===== config.mk =====
export PLATFORM = sky130hd
export DESIGN_NAME = fixed_frame_sync_parser_top
export DESIGN_NICKNAME = d
export VERILOG_FILES = /design/src/rtl/core/ffsp_pkg.sv /design/src/rtl/core/fixed_frame_sync_parser_top.sv /design/src/rtl/core/ffsp_window.sv
export SDC_FILE = /design/constraint.sdc
export NUM_CORES = 1
export LEC_CHECK = 0
export BUFFER_PORTS_ARGS = -buffer_cell sky130_fd_sc_hd__buf_4
export CORE_MARGIN = 4
export CORE_UTILIZATION = 63
export DETAILED_ROUTE_END_ITERATION = 7
export HOLD_SLACK_MARGIN = 0.03
export PLACE_DENSITY_LB_ADDON = 0.05
export SYNTH_ARGS = -nofsm -noshare
export SYNTH_HDL_FRONTEND = slang
export SYNTH_SLANG_ARGS = --single-unit

===== constraint.sdc =====
create_clock -name i_clk -period 14.8 [get_ports i_clk]
set_input_delay 1.48 -clock i_clk [delete_from_list [all_inputs] [get_ports i_clk]]
set_output_delay 1.48 -clock i_clk [all_outputs]
set_load 0.05 [all_outputs]

===== src/rtl/core/ffsp_pkg.sv =====
`timescale 1ns / 1ps

package ffsp_pkg;

    // Frame geometry
    localparam int unsigned FRAME_LEN = 16;
    localparam int unsigned IDX_W     = 4;   // index into the window
    localparam int unsigned CNT_W     = 5;   // window fill, 0..16
    localparam logic [IDX_W-1:0] SUM_LAST = 4'd13;  // last byte covered by the sum

    // Configuration register indexes
    localparam logic [2:0] REG_SYNC_FIRST  = 3'd0;
    localparam logic [2:0] REG_SYNC_SECOND = 3'd1;
    localparam logic [2:0] REG_LENGTH_MARK = 3'd2;
    localparam logic [2:0] REG_CMD_A       = 3'd3;
    localparam logic [2:0] REG_CMD_B       = 3'd4;
    localparam logic [2:0] REG_CMD_C       = 3'd5;
    localparam logic [2:0] REG_CMD_D       = 3'd6;

    // Result status codes
    localparam logic [2:0] STATUS_OK         = 3'd0;
    localparam logic [2:0] STATUS_BAD_CMD    = 3'd1;
    localparam logic [2:0] STATUS_BAD_LENGTH = 3'd2;
    localparam logic [2:0] STATUS_CMD_REPEAT = 3'd3;
    localparam logic [2:0] STATUS_CHECKSUM   = 3'd4;

    typedef logic [FRAME_LEN-1:0][7:0] t_win_bytes;

    // Window update strobes from the sequencer
    typedef struct packed {
        logic append;
        logic drop;
    } t_win_ctrl;

    typedef enum logic [1:0] {
        ST_IDLE,
        ST_RESYNC,
        ST_SUM,
        ST_CHECK
    } t_state;

endpackage


===== src/rtl/core/fixed_frame_sync_parser_top.sv =====
`timescale 1ns / 1ps

// Channel   | Dir | Handshake                  | Contents
// ----------+-----+----------------------------+-----------------------------------------
// s_axis    | in  | s_axis_tvalid/tready       | tdata[7:0] rx_byte
// m_axis    | out | m_axis_tvalid/tready       | tdata: payload_front, payload_back,
//           |     |                            | frame_checksum; tuser: status
// APB       | cfg | psel/penable/pwrite/pready | 7 byte registers at 4*i
//
// Each byte enters in IDLE, then the resync walk drops leading bytes one at a
// time and ends in a closing RESYNC step. A full window then goes through the
// checksum add over bytes 0..13 and the check; a failed check drops a byte and
// walks again (up to 14 more drops). The worst case per byte is set by the single
// 16-bit adder and the walk.
// Reset is synchronous, active low: empty window, default registers.
// A result waits in the output register; the check cycle stalls only if the
// previous result has not been taken.
module fixed_frame_sync_parser_top (
    input  logic         i_clk,
    input  logic         i_rst_n,
    // configuration
    input  logic         psel,
    input  logic         penable,
    input  logic         pwrite,
    input  logic [4:0]   paddr,
    input  logic [31:0]  pwdata,
    output logic [31:0]  prdata,
    output logic         pready,
    // received bytes
    input  logic         s_axis_tvalid,
    output logic         s_axis_tready,
    input  logic [7:0]   s_axis_tdata,   // [7:0] rx_byte
    // results
    output logic         m_axis_tvalid,
    input  logic         m_axis_tready,
    output logic [111:0] m_axis_tdata,   // [47:0] payload_front, [95:48] payload_back,
                                         // [111:96] frame_checksum
    output logic [2:0]   m_axis_tuser    // [2:0] status
);

    // Configuration registers
    logic [7:0] r_sync_first, r_sync_second, r_length_mark;
    logic [7:0] r_cmd_a, r_cmd_b, r_cmd_c, r_cmd_d;
    logic       cfg_wr;
    logic [2:0] cfg_idx;

    assign pready  = 1'b1;
    assign cfg_wr  = psel & penable & pwrite;
    assign cfg_idx = paddr[4:2];

    always_ff @(posedge i_clk) begin
        if (!i_rst_n) begin
            r_sync_first  <= 8'hAA;
            r_sync_second <= 8'h55;
            r_length_mark <= 8'h02;
            r_cmd_a       <= 8'h82;
            r_cmd_b       <= 8'h83;
            r_cmd_c       <= 8'h84;
            r_cmd_d       <= 8'hA0;
        end else if (cfg_wr) begin
            unique case (cfg_idx)
                ffsp_pkg::REG_SYNC_FIRST:  r_sync_first  <= pwdata[7:0];
                ffsp_pkg::REG_SYNC_SECOND: r_sync_second <= pwdata[7:0];
                ffsp_pkg::REG_LENGTH_MARK: r_length_mark <= pwdata[7:0];
                ffsp_pkg::REG_CMD_A:       r_cmd_a       <= pwdata[7:0];
                ffsp_pkg::REG_CMD_B:       r_cmd_b       <= pwdata[7:0];
                ffsp_pkg::REG_CMD_C:       r_cmd_c       <= pwdata[7:0];
                ffsp_pkg::REG_CMD_D:       r_cmd_d       <= pwdata[7:0];
                default: ;
            endcase
        end
    end

    // Register read-back
    always_comb begin
        unique case (cfg_idx)
            ffsp_pkg::REG_SYNC_FIRST:  prdata = {24'd0, r_sync_first};
            ffsp_pkg::REG_SYNC_SECOND: prdata = {24'd0, r_sync_second};
            ffsp_pkg::REG_LENGTH_MARK: prdata = {24'd0, r_length_mark};
            ffsp_pkg::REG_CMD_A:       prdata = {24'd0, r_cmd_a};
            ffsp_pkg::REG_CMD_B:       prdata = {24'd0, r_cmd_b};
            ffsp_pkg::REG_CMD_C:       prdata = {24'd0, r_cmd_c};
            ffsp_pkg::REG_CMD_D:       prdata = {24'd0, r_cmd_d};
            default:                   prdata = 32'd0;
        endcase
    end

    // Sequencer and datapath state
    ffsp_pkg::t_state                r_state, n_state;
    logic [ffsp_pkg::CNT_W-1:0]      r_count, n_count;
    logic [ffsp_pkg::IDX_W-1:0]      r_sum_idx, n_sum_idx;
    logic [15:0]                     r_sum, n_sum;
    logic                            r_out_valid, n_out_valid;
    logic [2:0]                      r_status, n_status;
    logic [111:0]                    r_out_data, n_out_data;

    ffsp_pkg::t_win_ctrl             win_ctrl;
    ffsp_pkg::t_win_bytes            win;
    logic [7:0]                      rd_byte;

    ffsp_window u_window (
        .i_clk     (i_clk),
        .i_ctrl    (win_ctrl),
        .i_wr_idx  (r_count[ffsp_pkg::IDX_W-1:0]),
        .i_wr_byte (s_axis_tdata),
        .i_rd_idx  (r_sum_idx),
        .o_rd_byte (rd_byte),
        .o_bytes   (win)
    );

    // Window conditions
    logic       in_xfer, out_free, synced, need_drop, full, cmd_ok;
    logic [2:0] check_status;
    logic [15:0] got_sum;

    assign in_xfer   = s_axis_tvalid & s_axis_tready;
    assign out_free  = ~r_out_valid | m_axis_tready;
    assign synced    = (win[0] == r_sync_first) && (win[1] == r_sync_second);
    assign need_drop = (r_count >= ffsp_pkg::CNT_W'(2)) && !synced;
    assign full      = (r_count == ffsp_pkg::CNT_W'(ffsp_pkg::FRAME_LEN));
    assign got_sum   = {win[14], win[15]};
    assign cmd_ok    = (win[3] == r_cmd_a) || (win[3] == r_cmd_b) ||
                       (win[3] == r_cmd_c) || (win[3] == r_cmd_d);

    // Frame checks in priority order
    always_comb begin
        if (!cmd_ok) begin
            check_status = ffsp_pkg::STATUS_BAD_CMD;
        end else if (win[11] != r_length_mark) begin
            check_status = ffsp_pkg::STATUS_BAD_LENGTH;
        end else if (win[12] != win[3]) begin
            check_status = ffsp_pkg::STATUS_CMD_REPEAT;
        end else if (r_sum != got_sum) begin
            check_status = ffsp_pkg::STATUS_CHECKSUM;
        end else begin
            check_status = ffsp_pkg::STATUS_OK;
        end
    end

    // Next state
    always_comb begin
        n_state = r_state;
        unique case (r_state)
            ffsp_pkg::ST_IDLE: begin
                if (in_xfer) n_state = ffsp_pkg::ST_RESYNC;
            end
            ffsp_pkg::ST_RESYNC: begin
                if (need_drop) begin
                    n_state = ffsp_pkg::ST_RESYNC;
                end else if (full) begin
                    n_state = ffsp_pkg::ST_SUM;
                end else begin
                    n_state = ffsp_pkg::ST_IDLE;
                end
            end
            ffsp_pkg::ST_SUM: begin
                if (r_sum_idx == ffsp_pkg::SUM_LAST) n_state = ffsp_pkg::ST_CHECK;
            end
            ffsp_pkg::ST_CHECK: begin
                if (out_free) begin
                    if (check_status == ffsp_pkg::STATUS_OK) begin
                        n_state = ffsp_pkg::ST_IDLE;
                    end else begin
                        n_state = ffsp_pkg::ST_RESYNC;
                    end
                end
            end
            default: n_state = ffsp_pkg::ST_IDLE;
        endcase
    end

    // Datapath controls and next values
    always_comb begin
        s_axis_tready   = 1'b0;
        win_ctrl.append = 1'b0;
        win_ctrl.drop   = 1'b0;
        n_count         = r_count;
        n_sum_idx       = r_sum_idx;
        n_sum           = r_sum;
        n_out_valid     = r_out_valid & ~m_axis_tready;
        n_status        = r_status;
        n_out_data      = r_out_data;
        unique case (r_state)
            ffsp_pkg::ST_IDLE: begin
                s_axis_tready   = 1'b1;
                win_ctrl.append = s_axis_tvalid;
                if (s_axis_tvalid) n_count = r_count + 1'b1;
            end
            ffsp_pkg::ST_RESYNC: begin
                n_sum_idx = '0;
                n_sum     = '0;
                if (need_drop) begin
                    win_ctrl.drop = 1'b1;
                    n_count       = r_count - 1'b1;
                end
            end
            ffsp_pkg::ST_SUM: begin
                n_sum     = r_sum + {8'd0, rd_byte};
                n_sum_idx = r_sum_idx + 1'b1;
            end
            ffsp_pkg::ST_CHECK: begin
                if (out_free) begin
                    n_out_valid = 1'b1;
                    n_status    = check_status;
                    if (check_status == ffsp_pkg::STATUS_OK) begin
                        n_out_data = {got_sum,
                                      win[8], win[9], win[10], win[11], win[12], win[13],
                                      win[2], win[3], win[4], win[5], win[6], win[7]};
                        n_count    = '0;
                    end else begin
                        n_out_data    = '0;
                        win_ctrl.drop = 1'b1;
                        n_count       = r_count - 1'b1;
                    end
                end
            end
            default: ;
        endcase
    end

    always_ff @(posedge i_clk) begin
        if (!i_rst_n) begin
            r_state     <= ffsp_pkg::ST_IDLE;
            r_count     <= '0;
            r_out_valid <= 1'b0;
        end else begin
            r_state     <= n_state;
            r_count     <= n_count;
            r_out_valid <= n_out_valid;
        end
    end

    always_ff @(posedge i_clk) begin
        r_sum_idx  <= n_sum_idx;
        r_sum      <= n_sum;
        r_status   <= n_status;
        r_out_data <= n_out_data;
    end

    assign m_axis_tvalid = r_out_valid;
    assign m_axis_tdata  = r_out_data;
    assign m_axis_tuser  = r_status;

endmodule


===== src/rtl/core/ffsp_window.sv =====
`timescale 1ns / 1ps

// Byte window: append at the fill position, drop shifts everything down one.
module ffsp_window (
    input  logic                       i_clk,
    input  ffsp_pkg::t_win_ctrl        i_ctrl,
    input  logic [ffsp_pkg::IDX_W-1:0] i_wr_idx,
    input  logic [7:0]                 i_wr_byte,
    input  logic [ffsp_pkg::IDX_W-1:0] i_rd_idx,
    output logic [7:0]                 o_rd_byte,
    output ffsp_pkg::t_win_bytes       o_bytes
);

    ffsp_pkg::t_win_bytes r_bytes;
    ffsp_pkg::t_win_bytes n_bytes;

    // Next window contents
    always_comb begin
        n_bytes = r_bytes;
        if (i_ctrl.drop) begin
            for (int i = 0; i < ffsp_pkg::FRAME_LEN - 1; i++) begin
                n_bytes[i] = r_bytes[i+1];
            end
        end else if (i_ctrl.append) begin
            n_bytes[i_wr_idx] = i_wr_byte;
        end
    end

    always_ff @(posedge i_clk) begin
        r_bytes <= n_bytes;
    end

    assign o_rd_byte = r_bytes[i_rd_idx];
    assign o_bytes   = r_bytes;

endmodule


==> impl_metrics.yaml, run 1 <==
yosys:
  synth_warnings: 0
  synthAdderAreaFrac_pct: 1.54
  yosys.area_share.xor_xnor_pct: 5.08
  yosysSeqAreaShare_pct: 54.8
  synthMuxAreaShare_pct: 9.89
  synth_seq_cells: 327
  syn_area_mm2: 0.0167
  synth_compound_area_share_pct: 9.98
  synth_simple_gate_area_share_pct: 14.0
  synth_top_family_by_area: "simple AND/OR/NAND/NOR gates"
  async_flop_share_pct: 0
  avgSynthCellArea_um2: 12.3
  synthesis.instances: 1363
  synth_ff_type: "edfxtp_1"
  synth_edf_count: 263
  yosysUniqueCellTypes: 58
timing:
  slew_headroom_pct: 18.6
  grt_setup_unrepaired: "false"
  setup_violations: 0
  maxSlewViolCount: 0
  skew_ns: 0.0204
  worst_pin_slew_ns: 1.22
  post-route-period-util_pct: 32.4
  max_freq_ghz: 0.208
  finalHoldViolCount: 0
  finalSetupTns_ns: 0
  min_period_ns: 4.80
power:
  irDropWorstVdd_mv: 0.116
  power_mw: 2.54
  seqPwrFrac_pct: 47.8
  switching_share_pct: 30.4
  pwr-share-comb_pct: 19.3
  clockPowerShare_pct: 32.9
  p_int_mw: 1.77
  switching_power_mw: 0.773
  p_leak_nw: 6.23
  cellPowerDensity_mw_per_mm2: 135
global_routing:
  grt_pass1_wl_um: 68700
  grt-busiest-layer: "met2"
  grt_remaining_overflow: 0
  grt_max_degree: 116
  antenna_found_initial: 2
  grt_util_met3_pct: 6.86
  grt_pass1_vias: 11300
  grt_use_met2_pct: 46.0
  grt_use_met1_pct: 45.7
  grt_usage_pct: 30.8
run:
  cap_violations: 0
clocking:
  cts-root-buf: "clkbuf_16"
  htreeDepth: 2
  cts_setup_buffers: 0
  cts_hold_buf: 0
  clk_latency_ns: 0.53
  post_cts_resized: 0
  cts_sinks: 327
  cts.path.max_buffers: 3
  cts_made_buffers: 36
  cts_tree: "yes"
  clk_pin_slew_worst_paths_ns: 0.06
setup_path:
  crit_buf_inv: 1
  path_delay_family: "compound AO/OA/AOI/OAI gates"
  start_kind: "register"
  endpoint_kind: "register"
  required_ns: 15.07
  path_class: "reg -> reg"
  crit_chain: "buf_4 -> mux4_2 -> mux4_2 -> ha_1 -> a21o_1 -> a21o_1 -> a2111oi_0 -> o31ai_1 -> nand3_1 -> xnor2_1 -> and2_1"
  crit_path_top_delay_cell: "edfxtp_1"
  critPathMaxStageDelay_ns: 0.97
  cp_data_arrival_time_ns: 5.07
  cp_max_fo: 20
route:
  drt.antenna.violating_nets: 0
  drt_pass1_iterations: 5
  vias: 12000
  drc: 0
  totalWireLength_um: 45800
  post_drt_wl_per_cell_um: 25.4
  via_per_inst: 6.65
  drt_iter0_drc: 1493
floorplan:
  row_count: 59
  fp.dieH_um: 171
  die_area_mm2: 0.0292
  chipWidth_um: 171
  initial_core_util_pct: 64.0
  ioPinCount: 202
  coreArea_mm2: 0.0261
status:
  outcome: "complete, no violations"
placement:
  dpl.hpwl_um: 30300
  place_congestion: 0.955
  port_buffers: 150
layout:
  mostFrequentLayoutCell: "edfxtp_1"
  drive_gt1_share_pct: 19.7
  n_antenna_cell: 0
  nets: 1510
  final_util_pct: 72.1
  syn_to_final_growth_pct: 12.5
  final_cell_mix: "edfxtp_1, buf_4, and2_1"
worst_hold_path:
  hold_class: "reg -> reg"
-- cell type report --
type	instances	area [um2]
clock buffers	39	933
clock inverters	26	154
fillers	1835	7300
inverters	12	45.0
multi-input cells	902	6910
flip-flops and latches	327	9180
well taps	335	419
repair buffers	159	1190
-- cells by family after synthesis --
family	count (synthesis)
simple gates	447
xor+xnor	97
buf+inv	157
mux	109
fa+ha+maj	20
compound gates	204
other cells	2
flops	327
-- routing by layer --
layer	vias to the layer above	wire, um	part of all wire [%]
met5	-	13	0.028
li1	5203	-	-
met3	113	5370	12
met2	770	20800	45
met4	2	1480	3.2
met1	5882	18100	40
-- power by group through the flow --
| stage | clock [mW] | combinational (mW) | sequential, mW |
|---|---|---|---|
| 3_5_place_dp | 0 | 0.477 | 1.23 |
| 3_3_place_gp | 0 | 0.467 | 1.23 |
| 5_1_grt | 0.885 | 0.524 | 1.22 |
| 4_1_cts | 0.842 | 0.480 | 1.21 |
| 6_report | 0.837 | 0.490 | 1.22 |
| 2_1_floorplan | 0 | 0.403 | 1.16 |
-- final timing paths --
path	from	end	slack, ns	cells after the start
max	r_sum_idx[1]	r_sum[11]	10.00	11
min	r_sync_first[2]	r_sync_first[2]	0.49	2
max reg2reg	r_sum_idx[1]	r_sum[11]	10.00	11
min reg2reg	r_sync_first[2]	r_sync_first[2]	0.49	2
-- cells in the mapped netlist (2+ instances only) --
cell,n,area share (%)
a31o_2,15,0.79
edfxtp_1,263,47
conb_1,2,0.045
buf_1,20,0.45
a32o_1,2,0.12
a22oi_1,7,0.31
nor2_1,65,1.5
o2bb2ai_1,120,6.3
xnor2_1,67,3.5
nand2_1,48,1.1
nand2b_1,6,0.22
and3_1,4,0.15
a32oi_1,3,0.16
a31oi_1,4,0.15
mux4_2,44,5.9
buf_2,32,0.96
buf_4,26,1.2
mux2i_1,54,3.2
ha_1,19,1.4
o21ai_0,16,0.48
xor2_1,30,1.6
inv_1,12,0.27
dfxtp_1,64,7.7
nand3b_1,2,0.090
clkbuf_1,62,1.4
o211ai_1,2,0.090
buf_6,5,0.34
mux2_2,11,0.74
nor4_1,9,0.34
a21oi_1,13,0.39
nand3_1,133,4.0
nor3_1,7,0.21
o31ai_1,3,0.13
and2_1,141,5.3
nand4_1,19,0.71
a21o_1,3,0.13
nor2b_1,9,0.34
-- stage by stage --
stage / setup slack [ns] / area, um2 / hold slack [ns] / std cells
after floorplan: 7.84 / 16800 / 0.459 / 1386
after global placement: 10.14 / 17700 / 0.471 / 1735
after detailed placement: 10.01 / 17700 / 0.484 / 1735
after CTS: 9.98 / 18800 / 0.493 / 1800
after global routing: 9.78 / 18800 / 0.533 / 1800
final: 10.00 / 18800 / 0.493 / 1800
-- flip-flops by register name, summed over array words and instances (netlist names), named ones only --
| name | flops |
|---|---|
| m_axis_tdata | 112 |
| r_cmd_a | 8 |
| r_count | 5 |
| r_sum_idx | 4 |
| r_state | 1 |
| r_cmd_d | 8 |
| r_sync_second | 8 |
| r_length_mark | 8 |
| m_axis_tvalid | 1 |
| r_cmd_b | 8 |
| m_axis_tuser | 3 |
| r_sync_first | 8 |
| r_cmd_c | 8 |
| u_window.o_bytes | 128 |
| r_sum | 16 |
-- worst reg2reg max path: stages (launching register included) --
cell and delay, ns:
edfxtp_1 0.97, buf_4 0.42, mux4_2 0.56, mux4_2 0.52, ha_1 0.29, a21o_1 0.15, a21o_1 0.20, a2111oi_0 0.72
o31ai_1 0.25, nand3_1 0.23, xnor2_1 0.09, and2_1 0.15
(Power assumes the default switching activity.)
==> run 2: changes to the inputs <==
--- a/config.mk
+++ b/config.mk
@@ -7,7 +7,7 @@
 export LEC_CHECK = 0
 export BUFFER_PORTS_ARGS = -buffer_cell sky130_fd_sc_hd__buf_4
 export CORE_MARGIN = 4
-export CORE_UTILIZATION = 63
+export CORE_UTILIZATION = 59
 export DETAILED_ROUTE_END_ITERATION = 7
 export HOLD_SLACK_MARGIN = 0.03
 export PLACE_DENSITY_LB_ADDON = 0.05
==> constraint.sdc (replaced) <==
create_clock -name i_clk -period 4.5 [get_ports i_clk]
set_input_delay 0.45 -clock i_clk [delete_from_list [all_inputs] [get_ports i_clk]]
set_output_delay 0.45 -clock i_clk [all_outputs]
set_load 0.05 [all_outputs]
==> run 2 against run 1 <==
- die area increased by 6.5%
- total power increased to 3.3 times the previous value
- non-clock buffer count increased by 11
- critical path type unchanged
- largest power group unchanged
- highest routed layer unchanged
==> impl_metrics.yaml, run 2 (synthesis results as in run 1) <==
status:
  outcome: "complete, no violations"
clocking:
  htreeDepth: 2
  cts_made_buffers: 36
  cts.path.max_buffers: 3
  clk_latency_ns: 0.52
  cts-root-buf: "clkbuf_16"
  post_cts_resized: 0
  cts_sinks: 327
  cts_tree: "yes"
  cts_hold_buf: 0
  clk_pin_slew_worst_paths_ns: 0.06
  cts_setup_buffers: 0
floorplan:
  coreArea_mm2: 0.0279
  fp.dieH_um: 176
  chipWidth_um: 176
  ioPinCount: 202
  row_count: 61
  initial_core_util_pct: 60.1
  die_area_mm2: 0.0311
placement:
  port_buffers: 150
  place_congestion: 0.896
  dpl.hpwl_um: 31000
power:
  cellPowerDensity_mw_per_mm2: 445
  p_leak_nw: 6.32
  power_mw: 8.47
  irDropWorstVdd_mv: 0.375
route:
  via_per_inst: 6.37
  drt.antenna.violating_nets: 0
  post_drt_wl_per_cell_um: 25.0
  drt_iter0_drc: 1216
  drc: 0
  drt_pass1_iterations: 6
  vias: 11800
  totalWireLength_um: 46300
timing:
  finalHoldViolCount: 0
  max_freq_ghz: 0.244
  post-route-period-util_pct: 91.2
  grt_setup_unrepaired: "false"
  maxSlewViolCount: 0
  setup_violations: 0
  skew_ns: 0.0127
  worst_pin_slew_ns: 1.10
  slew_headroom_pct: 26.3
  finalSetupTns_ns: 0
  min_period_ns: 4.10
setup_path:
  crit_chain: "buf_4 -> buf_4 -> mux4_2 -> mux4_2 -> ha_1 -> a21o_1 -> a2111oi_0 -> o31ai_1 -> nand3_1 -> xnor2_1 -> and2_1"
  cp_max_fo: 14
  r2r_start: "r_sum_idx[1]"
  critPathMaxStageDelay_ns: 0.67
  r2r_end: "r_sum[11]"
  r2r_cells: 11
  endpoint_kind: "register"
  path_class: "reg -> reg"
  crit_path_top_delay_cell: "edfxtp_1"
  required_ns: 4.77
  start_kind: "register"
  cp_data_arrival_time_ns: 4.38
  rrSetupSlack_ns: 0.40
worst_hold_path:
  hold_end: "r_sync_first[7]"
  hold_class: "in -> reg"
  holdPathStages: 3
  min_from: "pwdata[7]"
global_routing:
  grt_pass1_wl_um: 69100
  antenna_found_initial: 1
  grt_pass1_vias: 11400
  grt_max_degree: 74
  grt_remaining_overflow: 0
  grt_usage_pct: 29.1
layout:
  final_cell_mix: "edfxtp_1, buf_4, and2_1"
  regArea_mm2: 0.00918
  n_antenna_cell: 0
  nets: 1521
  largest_reg_flops: 128
  multi_input_area_mm2: 0.00691
  drive_gt1_share_pct: 20.4
  syn_to_final_growth_pct: 13.8
  mostFrequentLayoutCell: "edfxtp_1"
  fill_cells: 2070
run:
  cap_violations: 0
-- run 2: cell count changes in the layout (fill, tap and decap cells not counted) --
cell | before | now
clkinv_1 | 14 | 10
clkinvlp_4 | 2 | 1
buf_12 | 0 | 3
clkbuf_1 | 2 | 3
clkinv_2 | 6 | 8
inv_6 | 2 | 0
buf_4 | 159 | 167
bufinv_16 | 1 | 3
-- run 2: routing by layer --
layer  vias to the layer above  track usage (%)  wire length [um]
met1                      5713             40.6             18100
li1                       5222                -                 -
met2                       721             44.1             21000
met4                         2             10.6              1830
met5                         -                0                13
met3                       147             8.12              5360
-- run 2: critical path, delay by kind of cell (launching register included) --
| kind | cells | cell delay (ns) |
|---|---|---|
| AO/OA/AOI/OAI | 3 | 1.06 |
| multiplexers | 2 | 0.84 |
| flip-flops | 1 | 0.67 |
| buffers and inverters | 2 | 0.52 |
| AND/OR/NAND/NOR | 2 | 0.36 |
| adder cells (fa/ha/maj) | 1 | 0.34 |
| XOR/XNOR | 1 | 0.08 |
-- run 2: how the worst max path moves through the flow --
stage	startpoint	end	depth (start not counted)	slack, ns
6_report	r_sum_idx[1]	r_sum[11]	11	0.40
5_1_grt	r_sum_idx[1]	r_sum[11]	11	0.22
4_1_cts	r_sum_idx[1]	r_sum[8]	12	0.44
3_5_place_dp	r_sum_idx[1]	r_sum[11]	11	0.46
3_3_place_gp	r_sum_idx[1]	r_sum[11]	11	0.51
2_1_floorplan	r_state[0]	m_axis_tdata[0]	4	0.15
-- run 2: report_power, final --
part	total [mW]	internal, mW	switching, mW
logic	1.63	0.661	0.973
clock network	2.83	1.67	1.16
registers	4.01	3.63	0.383
-- run 2: area by class of cell --
type	count	area share, %
Tap cell	378	2.48
Inverter	12	0.237
Timing Repair Buffer	170	6.90
Clock inverter	23	0.966
Multi-Input combinational cell	902	36.3
Clock buffer	40	4.92
Sequential cell	327	48.2
-- run 2: metrics by stage --
stage	utilization (%)	hold slack (ns)	setup WS [ns]	std cells	area, um2
finish	68.3	0.228	0.397	1852	19000
global route	68.3	0.241	0.219	1852	19000
CTS	68.3	0.223	0.440	1852	19000
detailed placement	64.3	0.485	0.462	1789	17900
global placement	64.3	0.483	0.512	1789	17900
floorplan	-	0.459	0.151	1386	16800
